$ cat config.mk
export PLATFORM = sky130hd
export DESIGN_NAME = inverse_julia_iteration_point_unit
export DESIGN_NICKNAME = d
export VERILOG_FILES = /design/src/design/ijip_pkg.sv /design/src/design/inverse_julia_iteration_point_unit.sv /design/src/design/ijip_datapath.sv /design/src/design/ijip_ctrl.sv
export VERILOG_INCLUDE_DIRS = /design/src /design/src/design
export SDC_FILE = /design/constraint.sdc
export NUM_CORES = 2
export LEC_CHECK = 0
export ABC_CLOCK_PERIOD_IN_PS = 11360
export BUFFER_PORTS_ARGS = -buffer_cell sky130_fd_sc_hd__buf_2
export CORE_MARGIN = 2
export CORE_UTILIZATION = 25
export CTS_CLUSTER_DIAMETER = 150
export DETAILED_ROUTE_END_ITERATION = 16
export GPL_ROUTABILITY_DRIVEN = 0
export PLACE_DENSITY = 0.51
export SKIP_LAST_GASP = 1
export SLEW_MARGIN = 20
export SYNTH_ARGS = -nofsm -noshare
export SYNTH_HDL_FRONTEND = slang
export SYNTH_SLANG_ARGS = --single-unit
$ cat constraint.sdc
create_clock -name clk_i -period 11.36 [get_ports clk_i]
set_input_delay 2.272 -clock clk_i [delete_from_list [all_inputs] [get_ports clk_i]]
set_output_delay 2.272 -clock clk_i [all_outputs]
set_load 0.02 [all_outputs]
$ cat src/design/inverse_julia_iteration_point_unit_macros.svh
// Assertion macros for the inverse Julia iteration point unit.
// Used by the controller and datapath; they need clk_i and rst_ni in scope.
`ifndef INVERSE_JULIA_ITERATION_POINT_UNIT_MACROS_SVH
`define INVERSE_JULIA_ITERATION_POINT_UNIT_MACROS_SVH
`ifndef SYNTH
`define IJ_ASSERT(lbl, prop) \
  lbl: assert property (@(posedge clk_i) disable iff (!rst_ni) prop) \
    else $error("ij assertion failed");
`define IJ_ASSERT_NEXT(lbl, ante, cons) \
  lbl: assert property (@(posedge clk_i) disable iff (!rst_ni) (ante) |=> (cons)) \
    else $error("ij assertion failed");
`else
`define IJ_ASSERT(lbl, prop)
`define IJ_ASSERT_NEXT(lbl, ante, cons)
`endif
`endif

$ cat src/design/ijip_pkg.sv
// Shared constants, types and helpers of the inverse Julia iteration point unit.
// No dependencies.
`timescale 1ns / 1ps
package ijip_pkg;
  localparam int FRAC_BITS = 16;
  localparam int PT_W      = 20;             // point and constant width
  localparam int DIFF_W    = PT_W + 1;       // z - c
  localparam int PROD_W    = 2 * DIFF_W;     // multiplier result
  localparam int THR_W     = 14;
  localparam int SCALE_W   = 19;
  localparam int M_W       = 21;             // magnitude root width
  localparam int SUM_W     = M_W + 2;        // m +/- dx
  localparam int RAD_RAW   = (SUM_W + FRAC_BITS - 1 > 42) ? SUM_W + FRAC_BITS - 1 : 42;
  localparam int RAD_W     = RAD_RAW + (RAD_RAW % 2);
  localparam int HALF      = RAD_W / 2;      // root width and step count
  localparam int REM_W     = HALF + 2;
  localparam int CNT_W     = $clog2(HALF + 1);

  localparam logic [1:0] REG_C_RE  = 2'd0;
  localparam logic [1:0] REG_C_IM  = 2'd1;
  localparam logic [1:0] REG_THR   = 2'd2;
  localparam logic [1:0] REG_SCALE = 2'd3;

  localparam logic [1:0] MUL_DX = 2'd0;
  localparam logic [1:0] MUL_DY = 2'd1;
  localparam logic [1:0] MUL_X  = 2'd2;
  localparam logic [1:0] MUL_Y  = 2'd3;

  localparam logic [1:0] RAD_ACC   = 2'd0;
  localparam logic [1:0] RAD_PLUS  = 2'd1;
  localparam logic [1:0] RAD_MINUS = 2'd2;

  typedef struct packed {
    logic       capture;
    logic       mul_en;
    logic [1:0] mul_sel;
    logic       acc_load;
    logic       acc_add;
    logic       sqrt_load;
    logic [1:0] rad_sel;
    logic       sqrt_step;
    logic       store_m;
    logic       store_re;
    logic       store_im;
    logic       upd_cur;
    logic       px_load;
    logic       out_load;
  } cmd_t;

  typedef struct packed {
    logic sqrt_done;
  } sts_t;

  localparam logic signed [PROD_W-1:0] PT_MAX = PROD_W'(524287);
  localparam logic signed [PROD_W-1:0] PT_MIN = -PROD_W'(524288);

  function automatic logic signed [PT_W-1:0] sat_pt(input logic signed [PROD_W-1:0] v);
    logic signed [PT_W-1:0] r;
    if (v > PT_MAX) r = PT_MAX[PT_W-1:0];
    else if (v < PT_MIN) r = PT_MIN[PT_W-1:0];
    else r = v[PT_W-1:0];
    return r;
  endfunction
endpackage

$ cat src/design/inverse_julia_iteration_point_unit.sv
// Inverse Julia iteration point unit: one new Julia set point per input draw. Each accepted
// draw is processed by three passes of one shared digit-by-digit square root unit (one
// root bit per cycle, 21 steps plus load and store per pass: magnitude, real part, imaginary
// part) and four passes through one registered 21x21 multiplier. The next draw can be taken
// in the cycle after the result is loaded into the output register, even while that result
// still waits on out_stall_i, so a new draw is accepted only once the previous one is done.
// Configuration (c_re, c_im, threshold, scale at indexes 0..3) is to be written by the user
// through cfg_we_i/cfg_index_i/cfg_data_i only while idle; the block does not enforce it;
// reset loads c = -0.75 + 0.23i, threshold 8700 and scale 3.5, and clears the point z.
// Depends on ijip_pkg, ijip_ctrl and ijip_datapath.
`timescale 1ns / 1ps
module inverse_julia_iteration_point_unit (
  input  logic                               clk_i,
  input  logic                               rst_ni,
  input  logic                               cfg_we_i,
  input  logic [1:0]                         cfg_index_i,
  input  logic [ijip_pkg::PT_W-1:0]          cfg_data_i,
  input  logic                               in_valid_i,
  output logic                               in_stall_o,
  input  logic [ijip_pkg::THR_W-1:0]         rand_draw_i,
  output logic                               out_valid_o,
  input  logic                               out_stall_i,
  output logic signed [ijip_pkg::PT_W-1:0]   point_x_o,
  output logic signed [ijip_pkg::PT_W-1:0]   point_y_o
);
  import ijip_pkg::*;

  cmd_t cmd;
  sts_t sts;

  // sequencing and both handshakes
  ijip_ctrl u_ctrl (
    .clk_i       (clk_i),
    .rst_ni      (rst_ni),
    .in_valid_i  (in_valid_i),
    .in_stall_o  (in_stall_o),
    .out_valid_o (out_valid_o),
    .out_stall_i (out_stall_i),
    .sts_i       (sts),
    .cmd_o       (cmd)
  );

  // arithmetic, point state and the output register
  ijip_datapath u_dp (
    .clk_i       (clk_i),
    .rst_ni      (rst_ni),
    .cfg_we_i    (cfg_we_i),
    .cfg_index_i (cfg_index_i),
    .cfg_data_i  (cfg_data_i),
    .rand_draw_i (rand_draw_i),
    .cmd_i       (cmd),
    .sts_o       (sts),
    .point_x_o   (point_x_o),
    .point_y_o   (point_y_o)
  );
endmodule

$ cat src/design/ijip_datapath.sv
// Datapath: config registers, shared multiplier, digit-by-digit square root, point state.
// Depends on ijip_pkg and the assertion macro header.
`timescale 1ns / 1ps
`include "inverse_julia_iteration_point_unit_macros.svh"
module ijip_datapath (
  input  logic                           clk_i,
  input  logic                           rst_ni,
  input  logic                           cfg_we_i,
  input  logic [1:0]                     cfg_index_i,
  input  logic [ijip_pkg::PT_W-1:0]      cfg_data_i,
  input  logic [ijip_pkg::THR_W-1:0]     rand_draw_i,
  input  ijip_pkg::cmd_t                 cmd_i,
  output ijip_pkg::sts_t                 sts_o,
  output logic signed [ijip_pkg::PT_W-1:0] point_x_o,
  output logic signed [ijip_pkg::PT_W-1:0] point_y_o
);
  import ijip_pkg::*;

  logic signed [PT_W-1:0]   c_re_q, c_im_q, cur_re_q, cur_im_q;
  logic [THR_W-1:0]         thr_q, draw_q;
  logic [SCALE_W-1:0]       scale_q;
  logic signed [DIFF_W-1:0] dx_q, dy_q, mul_a, mul_b;
  logic signed [PROD_W-1:0] prod_q;
  logic [RAD_W-1:0]         acc_q, rad_q, rad_d;
  logic [REM_W-1:0]         rem_q, rem_sh, trial;
  logic [HALF-1:0]          root_q, re_q, im_q;
  logic [M_W-1:0]           m_q;
  logic [CNT_W-1:0]         cnt_q;
  logic signed [SUM_W-1:0]  plus, minus;
  logic                     neg_root, neg_im;
  logic signed [PROD_W-1:0] re_v, im_v;
  logic signed [PT_W-1:0]   px_tmp_q, point_x_q, point_y_q;

  // configuration writes
  always_ff @(posedge clk_i or negedge rst_ni) begin
    if (!rst_ni) begin
      c_re_q  <= -PT_W'(49152);
      c_im_q  <= PT_W'(15073);
      thr_q   <= THR_W'(8700);
      scale_q <= SCALE_W'(229376);
    end else if (cfg_we_i) begin
      unique case (cfg_index_i)
        REG_C_RE:  c_re_q  <= cfg_data_i;
        REG_C_IM:  c_im_q  <= cfg_data_i;
        REG_THR:   thr_q   <= cfg_data_i[THR_W-1:0];
        REG_SCALE: scale_q <= cfg_data_i[SCALE_W-1:0];
        default: ;
      endcase
    end
  end

  always_comb begin
    case (cmd_i.mul_sel)
      MUL_DX: begin mul_a = dx_q; mul_b = dx_q; end
      MUL_DY: begin mul_a = dy_q; mul_b = dy_q; end
      MUL_X:  begin mul_a = DIFF_W'(cur_re_q); mul_b = $signed({2'b00, scale_q}); end
      default: begin mul_a = DIFF_W'(cur_im_q); mul_b = $signed({2'b00, scale_q}); end
    endcase
  end

  assign plus  = SUM_W'($signed({1'b0, m_q})) + SUM_W'(dx_q);
  assign minus = SUM_W'($signed({1'b0, m_q})) - SUM_W'(dx_q);

  always_comb begin
    case (cmd_i.rad_sel)
      RAD_ACC:  rad_d = acc_q;
      RAD_PLUS: rad_d = RAD_W'($unsigned(plus)) << (FRAC_BITS - 1);
      default:  rad_d = RAD_W'($unsigned(minus)) << (FRAC_BITS - 1);
    endcase
  end

  // one root digit per step
  assign rem_sh = {rem_q[REM_W-3:0], rad_q[RAD_W-1 -: 2]};
  assign trial  = {root_q, 2'b01};

  assign neg_root = !(draw_q > thr_q);
  assign neg_im   = dy_q[DIFF_W-1] ^ neg_root;
  assign re_v = neg_root ? -PROD_W'($signed({1'b0, re_q})) : PROD_W'($signed({1'b0, re_q}));
  assign im_v = neg_im ? -PROD_W'($signed({1'b0, im_q})) : PROD_W'($signed({1'b0, im_q}));

  always_ff @(posedge clk_i or negedge rst_ni) begin
    if (!rst_ni) begin
      cur_re_q <= '0;
      cur_im_q <= '0;
      cnt_q    <= '0;
    end else begin
      if (cmd_i.upd_cur) begin
        cur_re_q <= sat_pt(re_v);
        cur_im_q <= sat_pt(im_v);
      end
      if (cmd_i.sqrt_load) cnt_q <= CNT_W'(HALF);
      else if (cmd_i.sqrt_step) cnt_q <= cnt_q - 1'b1;
    end
  end

  always_ff @(posedge clk_i) begin
    if (cmd_i.capture) begin
      draw_q <= rand_draw_i;
      dx_q   <= DIFF_W'(cur_re_q) - DIFF_W'(c_re_q);
      dy_q   <= DIFF_W'(cur_im_q) - DIFF_W'(c_im_q);
    end
    if (cmd_i.mul_en) prod_q <= mul_a * mul_b;
    if (cmd_i.acc_load) acc_q <= RAD_W'($unsigned(prod_q));
    else if (cmd_i.acc_add) acc_q <= acc_q + RAD_W'($unsigned(prod_q));
    if (cmd_i.sqrt_load) begin
      rad_q  <= rad_d;
      rem_q  <= '0;
      root_q <= '0;
    end else if (cmd_i.sqrt_step) begin
      rad_q <= rad_q << 2;
      if (rem_sh >= trial) begin
        rem_q  <= rem_sh - trial;
        root_q <= {root_q[HALF-2:0], 1'b1};
      end else begin
        rem_q  <= rem_sh;
        root_q <= {root_q[HALF-2:0], 1'b0};
      end
    end
    if (cmd_i.store_m)  m_q  <= root_q[M_W-1:0];
    if (cmd_i.store_re) re_q <= root_q;
    if (cmd_i.store_im) im_q <= root_q;
    if (cmd_i.px_load)  px_tmp_q <= sat_pt(prod_q >>> FRAC_BITS);
    if (cmd_i.out_load) begin
      point_x_q <= px_tmp_q;
      point_y_q <= sat_pt(prod_q >>> FRAC_BITS);
    end
  end

  assign sts_o.sqrt_done = (cnt_q == '0);
  assign point_x_o = point_x_q;
  assign point_y_o = point_y_q;

  `IJ_ASSERT(a_cnt_range, cnt_q <= CNT_W'(HALF))
  `IJ_ASSERT_NEXT(a_load_cnt, cmd_i.sqrt_load, cnt_q == CNT_W'(HALF))
  `IJ_ASSERT(a_store_done, (cmd_i.store_m || cmd_i.store_re || cmd_i.store_im) |-> sts_o.sqrt_done)
endmodule

$ cat src/design/ijip_ctrl.sv
// Controller state machine: sequences the datapath and owns both handshakes.
// Depends on ijip_pkg and the assertion macro header.
`timescale 1ns / 1ps
`include "inverse_julia_iteration_point_unit_macros.svh"
module ijip_ctrl (
  input  logic           clk_i,
  input  logic           rst_ni,
  input  logic           in_valid_i,
  output logic           in_stall_o,
  output logic           out_valid_o,
  input  logic           out_stall_i,
  input  ijip_pkg::sts_t sts_i,
  output ijip_pkg::cmd_t cmd_o
);
  import ijip_pkg::*;

  localparam logic [3:0] S_IDLE   = 4'd0;
  localparam logic [3:0] S_SQX    = 4'd1;
  localparam logic [3:0] S_SQY    = 4'd2;
  localparam logic [3:0] S_SUM    = 4'd3;
  localparam logic [3:0] S_LD_M   = 4'd4;
  localparam logic [3:0] S_RUN_M  = 4'd5;
  localparam logic [3:0] S_LD_RE  = 4'd6;
  localparam logic [3:0] S_RUN_RE = 4'd7;
  localparam logic [3:0] S_LD_IM  = 4'd8;
  localparam logic [3:0] S_RUN_IM = 4'd9;
  localparam logic [3:0] S_UPD    = 4'd10;
  localparam logic [3:0] S_MULX   = 4'd11;
  localparam logic [3:0] S_MULY   = 4'd12;
  localparam logic [3:0] S_DONE   = 4'd13;

  logic [3:0] state_q, state_d;
  logic       out_valid_q, out_valid_d, out_free, accept;

  assign in_stall_o = (state_q != S_IDLE);
  assign accept     = in_valid_i && !in_stall_o;
  assign out_free   = !out_valid_q || !out_stall_i;

  always_comb begin
    cmd_o       = '0;
    state_d     = state_q;
    out_valid_d = out_valid_q && out_stall_i;
    unique case (state_q)
      S_IDLE: if (accept) begin cmd_o.capture = 1'b1; state_d = S_SQX; end
      S_SQX: begin
        cmd_o.mul_en = 1'b1; cmd_o.mul_sel = MUL_DX; state_d = S_SQY;
      end
      S_SQY: begin
        cmd_o.mul_en = 1'b1; cmd_o.mul_sel = MUL_DY; cmd_o.acc_load = 1'b1;
        state_d = S_SUM;
      end
      S_SUM: begin cmd_o.acc_add = 1'b1; state_d = S_LD_M; end
      S_LD_M: begin
        cmd_o.sqrt_load = 1'b1; cmd_o.rad_sel = RAD_ACC; state_d = S_RUN_M;
      end
      S_RUN_M: begin
        if (sts_i.sqrt_done) begin cmd_o.store_m = 1'b1; state_d = S_LD_RE; end
        else cmd_o.sqrt_step = 1'b1;
      end
      S_LD_RE: begin
        cmd_o.sqrt_load = 1'b1; cmd_o.rad_sel = RAD_PLUS; state_d = S_RUN_RE;
      end
      S_RUN_RE: begin
        if (sts_i.sqrt_done) begin cmd_o.store_re = 1'b1; state_d = S_LD_IM; end
        else cmd_o.sqrt_step = 1'b1;
      end
      S_LD_IM: begin
        cmd_o.sqrt_load = 1'b1; cmd_o.rad_sel = RAD_MINUS; state_d = S_RUN_IM;
      end
      S_RUN_IM: begin
        if (sts_i.sqrt_done) begin cmd_o.store_im = 1'b1; state_d = S_UPD; end
        else cmd_o.sqrt_step = 1'b1;
      end
      S_UPD: begin cmd_o.upd_cur = 1'b1; state_d = S_MULX; end
      S_MULX: begin
        cmd_o.mul_en = 1'b1; cmd_o.mul_sel = MUL_X; state_d = S_MULY;
      end
      S_MULY: begin
        cmd_o.mul_en = 1'b1; cmd_o.mul_sel = MUL_Y; cmd_o.px_load = 1'b1;
        state_d = S_DONE;
      end
      S_DONE: begin
        // hold until the output register is free
        if (out_free) begin
          cmd_o.out_load = 1'b1; out_valid_d = 1'b1; state_d = S_IDLE;
        end
      end
      default: state_d = S_IDLE;
    endcase
  end

  always_ff @(posedge clk_i or negedge rst_ni) begin
    if (!rst_ni) begin
      state_q     <= S_IDLE;
      out_valid_q <= 1'b0;
    end else begin
      state_q     <= state_d;
      out_valid_q <= out_valid_d;
    end
  end

  assign out_valid_o = out_valid_q;

  `IJ_ASSERT_NEXT(a_accept_starts, accept, state_q == S_SQX)
  `IJ_ASSERT(a_out_from_done, $rose(out_valid_q) |-> $past(state_q == S_DONE))
  `IJ_ASSERT_NEXT(a_m_then_re, state_q == S_RUN_M && sts_i.sqrt_done, state_q == S_LD_RE)
endmodule
==> run summary <==
Fmax achieved -> 0.0975 GHz
Compound-Gate Fraction of Synth Area -> 12.0%
asr flop ratio synth -> 26.2%
first-pass GRT wire length -> 198 mm
clock root buffer -> clkbuf_16
placed cell count -> 6578
CTS tree -> yes
Worst VDD drop -> 125 uV
Starting Density -> 25.1%
crit path launch type -> flop
slowest CP cell -> o21a_1
Antenna Violating Nets Remaining -> 0
# port buffers -> 82
Synth Area per Inst -> 9.52 um2
vias per inst -> 4.69
die area -> 0.171 mm2
Final min period -> 10.26 ns
crit-path max FO -> 22
number of synthesized flops with an enable pin -> 305
Post-CTS Setup Inserts -> 0
main combinational cell family by area after synthesis -> adder cells
initial antenna violation count -> 2
Area growth, synth to finish -> 12.5%
part of the cycle the worst path needs -> 90.3%
final core utilization -> 28.2%
Pwr per Cell Area -> 127 mW/mm2
total chip power -> 5.99 mW
Crit path top cell by count -> fa_1
critical path endpoint category -> flop
wire per inst -> 19.2 um
WP data required -> 11.79 ns
Chip Width -> 413 um
leading area contributor after synthesis -> fa_1
Synthesis Warnings -> 0
CP arrival -> 10.68 ns
final hold slack -> 0.411 ns
XOR/XNOR share of the synthesized area -> 3.90%
Synth Instances -> 4391
most common cell in the netlist -> inv_1
Final Hold Fails -> 0
setup_tns -> 0 ns
Post-Syn Nets -> 5150
RSZ-0062 raised after global routing -> no
Crit Path Category -> flop to flop
Worst Skew -> 0.0581 ns
register area share after synthesis -> 31.3%
Synth top cells by count -> inv_1 (701), nand2_1 (507), fa_1 (463)
Slew Viols, Final -> 0
Num CTS Buffers -> 58
synthesized-area fraction occupied by adder cells -> 29.8%
Ports -> 83
Critical Path Max Stage Delay -> 0.78 ns
Final HPWL DP -> 99.7 mm
Hold Buf Count CTS -> 0
GRT overflow -> 0
number of nets in the layout -> 5194
maxcap violations -> 0
largest net degree at the start of global routing -> 76
Post-synth top flop -> edfxtp_1
Detailed Routing Iterations Pass 1 -> 7
CTS Buffer Depth -> 3
top-area cell type share of the netlist area -> 22.2%
detailed-route via count -> 31369
LEAKAGE -> 20.8 nW
status -> finished, final reports clean
fill cell count -> 17638
vias in the first global route -> 31799
final setup vio count -> 0
aggregate global-route resource usage -> 15.2%
ratio of cells with drive above 1 in the final layout -> 8.29%
Routed WL -> 128 mm
Resize count post-CTS -> 0
Syn Std Cell Area -> 0.0418 mm2
Die H -> 413 um
non-filler cells, final -> 6691
simple-gate share of the synthesized area -> 13.2%
drt drc -> 0
worst skew pair latency -> 0.68 ns
Clock transition at path regs -> 0.06 ns
Hold Path Class -> flop to flop
DRT iter0 DRCs -> 2648
CTS Sinks -> 470
Synth cell types -> 73
row cnt -> 150
measured slew at the worst slew-check pin -> 1.16 ns
FF+latch count, synth -> 470
slew margin rel. -> 22.2%
post-synthesis mux area share -> 1.99%
dominant cells by area after synthesis -> fa_1 (22%), edfxtp_1 (22%), ha_1 (7.6%), inv_1 (6.3%), dfrtp_1 (5.9%)
Core ar. -> 0.167 mm2
H-Tree Depth -> 2
## registers in the layout, indices dropped and copies added, names as in the netlist
| register | flops |
|---|---|
| u_dp.im_q | 21 |
| u_dp.dy_q | 21 |
| u_dp.m_q | 21 |
| u_dp.acc_q | 42 |
| u_dp.root_q | 21 |
| u_dp.point_x_o | 20 |
| u_dp.scale_q | 19 |
| u_dp.dx_q | 21 |
| u_ctrl.state_q | 4 |
| u_dp.thr_q | 14 |
| u_dp.draw_q | 14 |
| u_dp.point_y_o | 20 |
| u_dp.cnt_q | 5 |
| u_dp.cur_re_q | 20 |
| u_dp.cur_im_q | 20 |
| u_dp.c_im_q | 20 |
| u_dp.rem_q | 21 |
| u_ctrl.out_valid_o | 1 |
| u_dp.re_q | 21 |
| u_dp.px_tmp_q | 20 |
| u_dp.prod_q | 42 |
| u_dp.c_re_q | 20 |
| u_dp.rad_q | 42 |
## critical path: cells and delay by family, from the launching register on
kind | cells | cell delay, ns
adders and majority gates | 8 | 4.04
and+or+nand+nor | 8 | 2.34
AOI/OAI and AO/OA | 6 | 2.33
DFF | 1 | 0.58
buffers and inverters | 6 | 0.56
xor gates and xnor gates | 1 | 0.13
## logic make-up after synthesis
family / after synthesis
AND/OR/NAND/NOR: 1268
AO/OA/AOI/OAI: 810
flip-flops: 470
buffers and inverters: 863
adder cells (fa/ha/maj): 718
multiplexers: 76
XOR/XNOR: 186
## worst paths after layout
path | from | end | slack [ns] | cells past startpoint
min | u_dp.px_tmp_q[7] | u_dp.point_x_o[7] | 0.41 | 0
min in group asynchronous | rst_ni | u_dp.thr_q[1] | 1.61 | 1
max in group asynchronous | rst_ni | u_dp.cur_im_q[1] | 8.58 | 2
max | u_ctrl.state_q[2] | u_dp.prod_q[40] | 1.10 | 29
max reg2reg | u_ctrl.state_q[2] | u_dp.prod_q[40] | 1.10 | 29
min reg2reg | u_dp.px_tmp_q[7] | u_dp.point_x_o[7] | 0.41 | 0
## through the flow
step                      setup slack, ns  cell area (um2)
final                                1.10            47000
after CTS                            1.26            47000
after global routing                0.680            47000
after global placement               1.34            44900
after floorplan                      2.80            41800
after detailed placement             1.32            44900
## area by class of cell
type,count,area (um2),share of cell area [%]
clock buffer,74,1590,3.39
inverter,701,2630,5.59
clock inverter,36,480,1.02
timing repair buffer,146,901,1.91
antenna,2,5.00,0.0106
multi-input combinational,3058,25600,54.4
sequential,470,13100,27.9
tap,2204,2760,5.86
## report_power, final
group | total [mW] | internal [mW] | leakage (nW) | switching (mW)
logic | 1.57 | 0.684 | 15.4 | 0.885
clock network | 2.01 | 1.21 | 1.00 | 0.803
registers | 2.41 | 2.16 | 4.45 | 0.256
## cell usage in the layout, fill, tap and decap left out, types with 16 or more instances in the layout
master       n
inv_1      700
nand2_1    506
fa_1       463
nor2_1     426
edfxtp_1   305
ha_1       255
a21oi_1    224
o21ai_0    197
xnor2_1    100
dfrtp_1     99
xor2_1      86
buf_2       81
nand3_1     66
o21a_1      65
buf_4       63
a21o_1      59
clkbuf_16   59
mux2_2      57
nand2b_1    45
nor3_1      45
dfxtp_1     42
a31oi_1     33
nor2b_1     28
and3_1      28
a211oi_1    27
o22ai_1     26
dfstp_2     24
o21bai_1    23
o31ai_1     22
and2_1      21
mux2i_1     19
nand4_1     17
o21ai_1     16
or3_1       16
## per-layer routing
layer / up-vias / global-route usage [%] / part of all wire (%) / routed length [um]
met5: - / 0 / 0 / 0
met4: 0 / 5.00 / 3.3 / 4290
met3: 194 / 1.74 / 5.3 / 6840
met2: 942 / 23.9 / 45 / 57300
met1: 15671 / 21.6 / 47 / 59900
li1: 14562 / - / - / -
Power figures use the tool's default switching activity.
